`config.mk`:
```
export PLATFORM = sky130hd
export DESIGN_NAME = label_keyed_object_slot_table
export DESIGN_NICKNAME = d
export VERILOG_FILES = /design/src/design/lkst_pkg.sv /design/src/design/lkst_slot_ram.sv /design/src/design/label_keyed_object_slot_table.sv
export VERILOG_INCLUDE_DIRS = /design/src /design/src/design
export SDC_FILE = /design/constraint.sdc
export NUM_CORES = 2
export LEC_CHECK = 0
export BUFFER_PORTS_ARGS = -buffer_cell sky130_fd_sc_hd__clkbuf_2
export CELL_PAD_IN_SITES_DETAIL_PLACEMENT = 2
export CELL_PAD_IN_SITES_GLOBAL_PLACEMENT = 2
export CORE_ASPECT_RATIO = 1.2
export CORE_MARGIN = 8
export CORE_UTILIZATION = 53
export DETAILED_ROUTE_END_ITERATION = 10
export MAX_ROUTING_LAYER = met4
export PLACE_DENSITY_LB_ADDON = 0.1
export SLEW_MARGIN = 20
export SYNTH_ARGS = -nofsm -noshare
export SYNTH_HDL_FRONTEND = slang
export SYNTH_SLANG_ARGS = --single-unit
```
`constraint.sdc`:
```
create_clock -name i_clk -period 51.3 [get_ports i_clk]
set_clock_uncertainty 0.2 [all_clocks]
set_input_delay 0 -clock i_clk [delete_from_list [all_inputs] [get_ports i_clk]]
set_output_delay 0 -clock i_clk [all_outputs]
set_load 0.1 [all_outputs]
```
`src/design/assert_macros.svh`:
```
// Assertion macros used by the slot table top level.
`ifndef ASSERT_MACROS_SVH
`define ASSERT_MACROS_SVH

// Same-cycle implication, disabled while reset is asserted.
`define LKST_ASSERT_IMP(name, ante, cons, msg) \
    name: assert property (@(posedge i_clk) disable iff (!i_rst_n) (ante) |-> (cons)) \
        else $error(msg);

// Next-cycle implication, disabled while reset is asserted.
`define LKST_ASSERT_NEXT(name, ante, cons, msg) \
    name: assert property (@(posedge i_clk) disable iff (!i_rst_n) (ante) |=> (cons)) \
        else $error(msg);

`endif

```
`src/design/lkst_pkg.sv`:
```
// Types, codes and helper functions of the label keyed object slot table.
`timescale 1ns / 1ps
package lkst_pkg;

    localparam int LABEL_W = 64;
    localparam int LEN_W   = 4;
    localparam int REF_W   = 32;
    localparam int SIZE_W  = 32;

    // DER header constants
    localparam logic [7:0]        DER_SEQ_TAG  = 8'h30;
    localparam logic [7:0]        DER_INT_TAG  = 8'h02;
    localparam logic [7:0]        DER_BASE_IDX = 8'd2;
    localparam logic [SIZE_W-1:0] DER_MIN_SIZE = 32'd4;

    typedef enum logic [1:0] {
        OP_SAVE    = 2'd0,
        OP_FIND    = 2'd1,
        OP_GET     = 2'd2,
        OP_DESTROY = 2'd3
    } t_op;

    typedef enum logic [1:0] {
        ST_OK       = 2'd0,
        ST_BADARG   = 2'd1,
        ST_NOTFOUND = 2'd2,
        ST_FULL     = 2'd3
    } t_status;

    typedef enum logic [1:0] {
        S_IDLE,
        S_SCAN,
        S_READ,
        S_DONE
    } t_state;

    // One slot entry as kept in the slot RAM
    typedef struct packed {
        logic [LABEL_W-1:0] label;
        logic [LEN_W-1:0]   len;
        logic [REF_W-1:0]   pref;
        logic [SIZE_W-1:0]  size;
        logic               priv;
    } t_slot;

    // Zero the label bytes at and past the length
    function automatic logic [LABEL_W-1:0] label_mask(input logic [LABEL_W-1:0] bytes,
                                                      input logic [LEN_W-1:0]   len);
        logic [LABEL_W-1:0] m;
        m = '0;
        for (int b = 0; b < LABEL_W / 8; b++) begin
            if (LEN_W'(b) < len) begin
                m[b*8 +: 8] = bytes[b*8 +: 8];
            end
        end
        return m;
    endfunction

    // Private key flag from the DER header: SEQUENCE whose first element is INTEGER
    function automatic logic der_private(input logic [SIZE_W-1:0] size,
                                         input logic [7:0]        first,
                                         input logic [7:0]        lenoct,
                                         input logic [7:0]        inner);
        logic [7:0] idx;
        idx = lenoct[7] ? (DER_BASE_IDX + {1'b0, lenoct[6:0]}) : DER_BASE_IDX;
        if (size < DER_MIN_SIZE || first != DER_SEQ_TAG) begin
            return 1'b0;
        end
        if ({24'd0, idx} >= size) begin
            return 1'b0;
        end
        return (inner == DER_INT_TAG);
    endfunction

endpackage

```
`src/design/lkst_slot_ram.sv`:
```
// Single write port, single read port slot RAM with registered read data.
`timescale 1ns / 1ps
module lkst_slot_ram #(
    parameter int DEPTH  = 16,
    parameter int ADDR_W = 4
) (
    input  logic                i_clk,
    input  logic                i_we,
    input  logic [ADDR_W-1:0]   i_waddr,
    input  lkst_pkg::t_slot     i_wdata,
    input  logic [ADDR_W-1:0]   i_raddr,
    output lkst_pkg::t_slot     o_rdata
);
    import lkst_pkg::*;

    t_slot r_mem [DEPTH];
    t_slot r_rdata;

    // write port
    always_ff @(posedge i_clk) begin
        if (i_we) begin
            r_mem[i_waddr] <= i_wdata;
        end
    end

    // read port, registered read data
    always_ff @(posedge i_clk) begin
        r_rdata <= r_mem[i_raddr];
    end

    assign o_rdata = r_rdata;

endmodule

```
`src/design/label_keyed_object_slot_table.sv`:
```
// Top level of the label keyed object slot table.
`timescale 1ns / 1ps
//
//  channel | direction | handshake                 | beat
//  --------+-----------+---------------------------+---------------------------------
//  in      | input     | i_in_valid / o_in_stall   | operation, label, handle, payload
//  out     | output    | o_out_valid / i_out_stall | status, handle, payload, flag
//
//  One item is in work at a time. Save and find walk the slot RAM one entry
//  per cycle and stop at the first label match or after the last entry.
//  Get does one RAM read; destroy and rejected items go straight to done.
//  The result sits in an output register; the next beat is taken while it waits.
//  Reset is synchronous and clears all used bits at once; no clearing pass.
//
`include "assert_macros.svh"

module label_keyed_object_slot_table #(
    parameter int NUM_SLOTS       = 16,
    parameter int LABEL_MAX_BYTES = 8
) (
    input  logic                             i_clk,
    input  logic                             i_rst_n,
    // request channel
    input  logic                             i_in_valid,
    output logic                             o_in_stall,
    input  logic [1:0]                       i_operation,
    input  logic [lkst_pkg::LABEL_W-1:0]     i_label_bytes,
    input  logic [lkst_pkg::LEN_W-1:0]       i_label_length,
    input  logic [$clog2(NUM_SLOTS+1)-1:0]   i_handle_in,
    input  logic [lkst_pkg::REF_W-1:0]       i_payload_ref,
    input  logic [lkst_pkg::SIZE_W-1:0]      i_payload_size,
    input  logic [7:0]                       i_der_first,
    input  logic [7:0]                       i_der_length_octet,
    input  logic [7:0]                       i_der_inner_tag,
    // result channel
    output logic                             o_out_valid,
    input  logic                             i_out_stall,
    output logic [1:0]                       o_status,
    output logic [$clog2(NUM_SLOTS+1)-1:0]   o_handle_out,
    output logic [lkst_pkg::REF_W-1:0]       o_payload_ref_out,
    output logic [lkst_pkg::SIZE_W-1:0]      o_payload_size_out,
    output logic                             o_is_private
);
    import lkst_pkg::*;

    localparam int H_W   = $clog2(NUM_SLOTS + 1);
    localparam int IDX_W = (NUM_SLOTS > 1) ? $clog2(NUM_SLOTS) : 1;
    localparam logic [IDX_W-1:0] LAST_IDX = IDX_W'(NUM_SLOTS - 1);
    localparam logic [LEN_W-1:0] LEN_MAX  = LEN_W'(LABEL_MAX_BYTES);

    t_state r_state, n_state;

    // captured request
    t_op                r_op;
    logic [LABEL_W-1:0] r_label;
    logic [LEN_W-1:0]   r_len;
    logic [REF_W-1:0]   r_pref;
    logic [SIZE_W-1:0]  r_psize;
    logic               r_priv;

    // scan control
    logic [IDX_W-1:0]   r_addr, n_addr;
    logic               r_issue, n_issue;
    logic               r_rd_valid, n_rd_valid;
    logic [IDX_W-1:0]   r_rd_idx;
    logic               r_free_found, n_free_found;
    logic [IDX_W-1:0]   r_free_idx, n_free_idx;

    // used bits
    logic [NUM_SLOTS-1:0] r_used, n_used;

    // staged result
    t_status            r_res_status, n_res_status;
    logic [H_W-1:0]     r_res_handle, n_res_handle;
    logic [REF_W-1:0]   r_res_ref, n_res_ref;
    logic [SIZE_W-1:0]  r_res_size, n_res_size;
    logic               r_res_priv, n_res_priv;

    // output register
    logic               r_out_valid;
    t_status            r_out_status;
    logic [H_W-1:0]     r_out_handle;
    logic [REF_W-1:0]   r_out_ref;
    logic [SIZE_W-1:0]  r_out_size;
    logic               r_out_priv;

    // RAM ports
    logic               ram_we;
    logic [IDX_W-1:0]   ram_waddr;
    t_slot              ram_wdata;
    logic [IDX_W-1:0]   ram_raddr;
    t_slot              ram_rdata;

    logic               in_accept;
    logic               out_free;
    t_op                in_op;
    logic               label_good;
    logic [H_W-1:0]     handle_m1;
    logic [IDX_W-1:0]   handle_idx;
    logic               handle_good;
    logic               scan_hit;
    logic               scan_cur_free;
    logic               scan_end;
    logic               free_any;
    logic [IDX_W-1:0]   free_pick;

    lkst_slot_ram #(
        .DEPTH  (NUM_SLOTS),
        .ADDR_W (IDX_W)
    ) u_slot_ram (
        .i_clk   (i_clk),
        .i_we    (ram_we),
        .i_waddr (ram_waddr),
        .i_wdata (ram_wdata),
        .i_raddr (ram_raddr),
        .o_rdata (ram_rdata)
    );

    // request checks
    assign in_accept   = i_in_valid && (r_state == S_IDLE);
    assign o_in_stall  = (r_state != S_IDLE);
    assign out_free    = !r_out_valid || !i_out_stall;
    assign in_op       = t_op'(i_operation);
    assign label_good  = (i_label_length != '0) && (i_label_length <= LEN_MAX);
    assign handle_m1   = i_handle_in - H_W'(1);
    assign handle_idx  = handle_m1[IDX_W-1:0];
    assign handle_good = (i_handle_in != '0) && (i_handle_in <= H_W'(NUM_SLOTS))
                         && r_used[handle_idx];

    // compare stage of the scan, one entry per cycle
    assign scan_hit      = r_rd_valid && r_used[r_rd_idx] && (ram_rdata.len == r_len)
                           && (ram_rdata.label == r_label);
    assign scan_cur_free = r_rd_valid && !r_used[r_rd_idx];
    assign scan_end      = scan_hit || (r_rd_valid && (r_rd_idx == LAST_IDX));
    assign free_any      = r_free_found || scan_cur_free;
    assign free_pick     = r_free_found ? r_free_idx : r_rd_idx;

    // next state
    always_comb begin
        n_state = r_state;
        unique case (r_state)
            S_IDLE: begin
                if (i_in_valid) begin
                    unique case (in_op)
                        OP_SAVE:    n_state = (label_good && i_payload_size != '0)
                                              ? S_SCAN : S_DONE;
                        OP_FIND:    n_state = label_good ? S_SCAN : S_DONE;
                        OP_GET:     n_state = handle_good ? S_READ : S_DONE;
                        OP_DESTROY: n_state = S_DONE;
                        default:    n_state = S_DONE;
                    endcase
                end
            end
            S_SCAN:  n_state = scan_end ? S_DONE : S_SCAN;
            S_READ:  n_state = S_DONE;
            S_DONE:  n_state = out_free ? S_IDLE : S_DONE;
            default: n_state = S_IDLE;
        endcase
    end

    // datapath controls and result staging
    always_comb begin
        n_addr       = r_addr;
        n_issue      = r_issue;
        n_rd_valid   = 1'b0;
        n_free_found = r_free_found;
        n_free_idx   = r_free_idx;
        n_used       = r_used;
        n_res_status = r_res_status;
        n_res_handle = r_res_handle;
        n_res_ref    = r_res_ref;
        n_res_size   = r_res_size;
        n_res_priv   = r_res_priv;
        ram_we       = 1'b0;
        ram_waddr    = r_rd_idx;
        ram_wdata    = '{label: r_label, len: r_len, pref: r_pref,
                         size: r_psize, priv: r_priv};
        ram_raddr    = r_addr;

        unique case (r_state)
            S_IDLE: begin
                ram_raddr = handle_idx;
                if (in_accept) begin
                    n_res_status = ST_OK;
                    n_res_handle = '0;
                    n_res_ref    = '0;
                    n_res_size   = '0;
                    n_res_priv   = 1'b0;
                    n_addr       = '0;
                    n_issue      = 1'b1;
                    n_free_found = 1'b0;
                    unique case (in_op)
                        OP_SAVE: begin
                            if (!label_good || i_payload_size == '0) begin
                                n_res_status = ST_BADARG;
                            end
                        end
                        OP_FIND: begin
                            if (!label_good) begin
                                n_res_status = ST_BADARG;
                            end
                        end
                        OP_GET: begin
                            if (!handle_good) begin
                                n_res_status = ST_NOTFOUND;
                            end
                        end
                        OP_DESTROY: begin
                            if (!handle_good) begin
                                n_res_status = ST_NOTFOUND;
                            end else begin
                                n_used[handle_idx] = 1'b0;
                            end
                        end
                        default: n_res_status = ST_NOTFOUND;
                    endcase
                end
            end
            S_SCAN: begin
                // issue stage
                if (r_issue) begin
                    n_rd_valid = 1'b1;
                    if (r_addr == LAST_IDX) begin
                        n_issue = 1'b0;
                    end else begin
                        n_addr = r_addr + IDX_W'(1);
                    end
                end
                // remember the lowest free slot seen so far
                if (scan_cur_free && !r_free_found) begin
                    n_free_found = 1'b1;
                    n_free_idx   = r_rd_idx;
                end
                // finish on first match or after the last entry
                if (scan_end) begin
                    n_rd_valid = 1'b0;
                    n_issue    = 1'b0;
                    if (r_op == OP_FIND) begin
                        if (scan_hit) begin
                            n_res_handle = H_W'(r_rd_idx) + H_W'(1);
                        end else begin
                            n_res_status = ST_NOTFOUND;
                        end
                    end else if (scan_hit || free_any) begin
                        ram_we            = 1'b1;
                        ram_waddr         = scan_hit ? r_rd_idx : free_pick;
                        n_used[ram_waddr] = 1'b1;
                        n_res_handle      = H_W'(ram_waddr) + H_W'(1);
                    end else begin
                        n_res_status = ST_FULL;
                    end
                end
            end
            S_READ: begin
                n_res_ref  = ram_rdata.pref;
                n_res_size = ram_rdata.size;
                n_res_priv = ram_rdata.priv;
            end
            S_DONE: begin
                n_rd_valid = 1'b0;
            end
            default: n_rd_valid = 1'b0;
        endcase
    end

    // control registers
    always_ff @(posedge i_clk) begin
        if (!i_rst_n) begin
            r_state      <= S_IDLE;
            r_used       <= '0;
            r_issue      <= 1'b0;
            r_rd_valid   <= 1'b0;
            r_free_found <= 1'b0;
            r_out_valid  <= 1'b0;
        end else begin
            r_state      <= n_state;
            r_used       <= n_used;
            r_issue      <= n_issue;
            r_rd_valid   <= n_rd_valid;
            r_free_found <= n_free_found;
            if (r_state == S_DONE && out_free) begin
                r_out_valid <= 1'b1;
            end else if (!i_out_stall) begin
                r_out_valid <= 1'b0;
            end
        end
    end

    // payload registers
    always_ff @(posedge i_clk) begin
        r_addr       <= n_addr;
        r_rd_idx     <= r_addr;
        r_free_idx   <= n_free_idx;
        r_res_status <= n_res_status;
        r_res_handle <= n_res_handle;
        r_res_ref    <= n_res_ref;
        r_res_size   <= n_res_size;
        r_res_priv   <= n_res_priv;
        if (in_accept) begin
            r_op    <= in_op;
            r_label <= label_mask(i_label_bytes, i_label_length);
            r_len   <= i_label_length;
            r_pref  <= i_payload_ref;
            r_psize <= i_payload_size;
            r_priv  <= der_private(i_payload_size, i_der_first, i_der_length_octet,
                                   i_der_inner_tag);
        end
        if (r_state == S_DONE && out_free) begin
            r_out_status <= r_res_status;
            r_out_handle <= r_res_handle;
            r_out_ref    <= r_res_ref;
            r_out_size   <= r_res_size;
            r_out_priv   <= r_res_priv;
        end
    end

    assign o_out_valid        = r_out_valid;
    assign o_status           = r_out_status;
    assign o_handle_out       = r_out_handle;
    assign o_payload_ref_out  = r_out_ref;
    assign o_payload_size_out = r_out_size;
    assign o_is_private       = r_out_priv;

    // checks
    `LKST_ASSERT_IMP(a_out_from_done, $rose(o_out_valid), $past(r_state) == S_DONE, "result beat not from done state")
    `LKST_ASSERT_IMP(a_handle_ok, o_out_valid && (o_handle_out != '0), o_status == ST_OK, "handle returned with failing status")
    `LKST_ASSERT_IMP(a_priv_get_only, o_out_valid && o_is_private, (o_status == ST_OK) && (o_handle_out == '0), "private flag outside a good get")
    `LKST_ASSERT_NEXT(a_busy_after_accept, in_accept, o_in_stall, "request side open while item in work")

endmodule
```
==> summary.md, run 1 <==
| Metric | Value |
|---|---|
| Largest area contributor in the netlist | edfxtp_1 |
| Error msg | [ERROR DPL-0033] detailed placement checks failed during check placement. |
| Avg Inst Size Synth | 21.7 sq um |
| # IOs | 241 |
| Failed at | detailed placement |
| PortBufs | 240 |
| DIE WIDTH | 405 um |
| GPL Wtd Cong | 0.766 |
| Status | aborted with a tool error |
| EDFF count, synth | 2,415 |
| Synth top area share | 75.3% |
| Mapped Cells | 4,439 |
| Area contributors post-synth | edfxtp_1, mux4_2, dfxtp_1 |
| HPWL after DPL | 174 mm |
| Most common flop cell mapped by yosys | edfxtp_1 |
| Sequential share of the synthesized area | 78.6% |
| Synthesized flop and latch total | 2,574 |
| Syn nets | 4,621 |
| Post-Syn Area | 0.0963 sq mm |
| Num rows | 171 |
| Die height | 483 um |
| Post-synth cell types | 65 |
| Initial Util | 53.3% |
| Async S/R FF share, synth | 0% |
| Synthesis Warnings | 0 |
[cell usage after synthesis, drive strengths merged (9+ instances only)]
master and number:
mux4 540, inv 29, dfxtp 159, a21oi 147, nor4 21, nor2b 174, and2 109, mux2i 129
nand2b 27, nand4 16, a211oi 135, xnor2 54, a21o 9, nor2 40, ha 15, a31oi 14
buf 112, edfxtp 2415, o31ai 11, nand3 26, o2111ai 10, clkbuf 105, o21ai 19, nand2 65
[stage by stage]
stage,std cells,area (sq um),setup WS [ns],hold slack [ns]
after floorplan,4439,96300,35.22,-0.101
after global placement,6971,101000,44.51,-0.0221
[kinds of logic after synthesis]
| family | Yosys count | synth area share [%] |
|---|---|---|
| DFF | 2574 | 78.6 |
| muxes | 675 | 14.1 |
| and+or+nand+nor | 501 | 2.98 |
| AOI/OAI and AO/OA | 370 | 2.52 |
| buffers and inverters | 246 | 1.10 |
| xor gates and xnor gates | 58 | 0.528 |
| adders and majority gates | 15 | 0.195 |
==> run 2, diff against run 1 <==
CELL_PAD_IN_SITES_DETAIL_PLACEMENT = unset   (was 2)
CELL_PAD_IN_SITES_GLOBAL_PLACEMENT = unset   (was 2)
CORE_ASPECT_RATIO = unset   (was 1.2)
CORE_UTILIZATION = 40   (was 53)
MAX_ROUTING_LAYER = unset   (was met4)
PLACE_DENSITY_LB_ADDON = 0.15   (was 0.1)
==> run 2 against run 1 <==
- the flow now finishes without violations
- area after synthesis unchanged
- synthesized cell count is the same
==> summary.md, run 2 <==
| Metric | Value |
|---|---|
| Status | finished, final reports clean (was aborted with a tool error) |
| Via/cell ratio | 5.36 |
| Max FFs per register | 2,128 |
| Sequential share of the synthesized area | 78.6% (unchanged) |
| Final wirelength | 239 mm |
| Avg Inst Size Synth | 21.7 sq um (unchanged) |
| Least-Margin Pin Slew | 1.12 ns |
| CTS HTree Levels | 5 |
| Worst path required time | 51.61 ns |
| HPWL after DPL | 121 mm (was 174 mm) |
| Worst slew margin | 25.6% |
| Worst R2R End | u_slot_ram.r_mem[8][56] |
| Layout cells sized above 1 | 24.1% |
| Residual DRC count | 0 |
| Max Freq | 0.133 GHz |
| Number of global-route vias before repair | 49.1k |
| Die height | 507 um (was 483 um) |
| Setup-failing EPs final | 0 |
| Final Critical Period | 7.50 ns |
| Most common cell after layout, fill and taps aside | edfxtp_1 |
| Largest Register | u_slot_ram.r_mem |
| Syn nets | 4,621 (unchanged) |
| Area contributors post-synth | edfxtp_1, mux4_2, dfxtp_1 (unchanged) |
| Commonest cells after routing, fill and taps aside | edfxtp_1, mux4_2, dlygate4sd3_1 |
| Area growth, synth to finish | 18.4% |
| WHS Endpoint | r_label[62] |
| Total track usage | 18.4% |
| Fin. max-slew vios | 0 |
| Die area | 0.257 sq mm |
| Worst r2r path cells | 11 |
| Place WS | 43.65 ns |
| Synthesis Warnings | 0 (unchanged) |
| Synthesized flop and latch total | 2,574 (unchanged) |
| Root Buffer | clkbuf_16 |
| Total core area | 0.240 sq mm |
| Antenna violations before repair | 11 |
| CP Data Arrival Time | 7.81 ns |
| Max Cap Viol | 0 |
| Antenna-violating nets left | 0 |
| Initial drt markers | 4,032 |
| Final setup margin | 43.80 ns |
| Clk slew on worst S/H paths | 0.06 ns |
| EDFF count, synth | 2,415 (unchanged) |
| Cell with the most instances after synthesis | edfxtp_1 (unchanged) |
| Post-synth cell types | 65 (unchanged) |
| Peak VDD IR | 27.1 uV |
| Synth top area share | 75.3% (unchanged) |
| TritonCTS buffer count | 289 |
| CTS Buffer Depth | 4 |
| Setup TNS | 0 ns |
| Largest area contributor in the netlist | edfxtp_1 (unchanged) |
| CTS tree | yes |
| Mapped Cells | 4,439 (unchanged) |
| Global-route wire length before repair | 348 mm |
| Final hold violation count | 0 |
| RSZ-0062 raised after global routing | no |
| Commonest cells post-synth | edfxtp_1, mux4_2, nor2b_1 (unchanged) |
| Type of the tightest min-delay check | primary input to flop |
| Critical path endpoint category | flop |
| Num rows | 180 (was 171) |
| # nets final | 5,352 |
| Largest net degree at the start of global routing | 134 |
| # resized after CTS | 0 |
| PortBufs | 240 (unchanged) |
| Worst-Skew Late Latency | 0.92 ns |
| Hold path depth | 3 |
| # IOs | 241 (unchanged) |
| Post-CTS setup buffers | 0 |
| Reg2reg setup slack | 43.80 ns |
| Power Density | 44.1 mW/mm^2 |
| Reg2reg start | r_label[62] |
| Largest fanout on the critical path | 42 |
| Fin crit share | 14.6% |
| Total global routing overflow | 0 |
| Num Clock Sinks | 2,574 |
| CP Class | flop to flop |
| DIE WIDTH | 507 um (was 405 um) |
| Routed wire per std cell | 27.9 um |
| Drt pass-1 iters | 7 |
| Hold path startpoint | i_label_bytes[62] |
| Post-Syn Area | 0.0963 sq mm (unchanged) |
| Leak | 36.9 nW |
| Initial Util | 40.1% (was 53.3%) |
| DR vias | 46.0k |
| # fillers | 19.8k |
| Async S/R FF share, synth | 0% (unchanged) |
| GPL Wtd Cong | 0.777 (was 0.766) |
| Most common flop cell mapped by yosys | edfxtp_1 (unchanged) |
| Setup crit start kind | flop |
[run 2: cell counts after synthesis]
Identical to the previous run, type by type.
[run 2: how the worst max path moves through the flow]
stage	cells after the start	endpoint	slack, ns	startpoint
2_1_floorplan	9	u_slot_ram.r_mem[3][0]	35.22	r_label[61]
3_3_place_gp	11	u_slot_ram.r_mem[8][69]	43.62	r_label[62]
3_5_place_dp	11	u_slot_ram.r_mem[8][56]	43.65	r_label[62]
4_1_cts	11	u_slot_ram.r_mem[8][56]	43.61	r_label[62]
5_1_grt	11	u_slot_ram.r_mem[8][56]	43.57	r_label[62]
6_report	11	u_slot_ram.r_mem[8][56]	43.80	r_label[62]
[run 2: power by group]
part           total, mW  switching [mW]  internal, mW
Sequential          2.46          0.0682          2.39
Clock               2.00           0.802          1.20
Combinational      0.567           0.310         0.257
Total               5.02            1.18          3.84
[run 2: per-stage QoR]
stage,instances,instance area [sq um],total power [mW],util (%),hold slack (ns)
CTS,8566,114000,5.09,47.5,0.000295
finish,8571,114000,5.02,47.5,0.0462
floorplan,4439,96300,2.87,-,-0.101
global route,8567,114000,5.21,47.5,0.0419
detailed placement,7740,102000,3.06,42.4,-0.0214
global placement,7739,102000,3.06,42.4,-0.0205
[run 2: logic make-up after synthesis]
group / share of synthesized area [%]
and+or+nand+nor: 2.98
buffers and inverters: 1.10
AOI/OAI and AO/OA: 2.52
xor gates and xnor gates: 0.528
muxes: 14.1
adders and majority gates: 0.195
DFF: 78.6
[run 2: cell type report]
| class | count | area, sq um | area share, % |
|---|---|---|---|
| multi-input combinational | 1619 | 19700 | 17.3 |
| clock inverter | 104 | 1120 | 0.986 |
| tap | 3185 | 3990 | 3.50 |
| clock buffer | 398 | 7980 | 7.00 |
| timing repair buffer | 657 | 5350 | 4.69 |
| sequential | 2574 | 75700 | 66.4 |
| inverter | 29 | 124 | 0.109 |
| antenna | 5 | 12.5 | 0.0110 |
[run 2: metal layers]
layer	GRT usage (%)	wire length (um)	vias up
li1	-	-	19800
met4	5.42	6560	0
met3	3.17	11500	321
met1	25.3	105000	24700
met2	30.4	117000	1192
met5	0	0	-
[run 2: timing repair]
item | CTS | global route
hold buffers | 324 | 0
setup endpoints to repair | 0 | 0
hold endpoints to repair | 238 | 0
[run 2: worst max-delay path: stages (launching register included)]
cell	delay, ns
edfxtp_1	0.63
xnor2_1	0.36
nand4_1	0.32
nor4_1	0.66
nand4_1	0.47
or3_1	0.57
a21oi_1	0.23
or3b_4	0.48
nor2_4	0.73
buf_4	0.80
buf_4	0.81
buf_4	0.77
No activity file was read; power rests on OpenSTA's default activity.
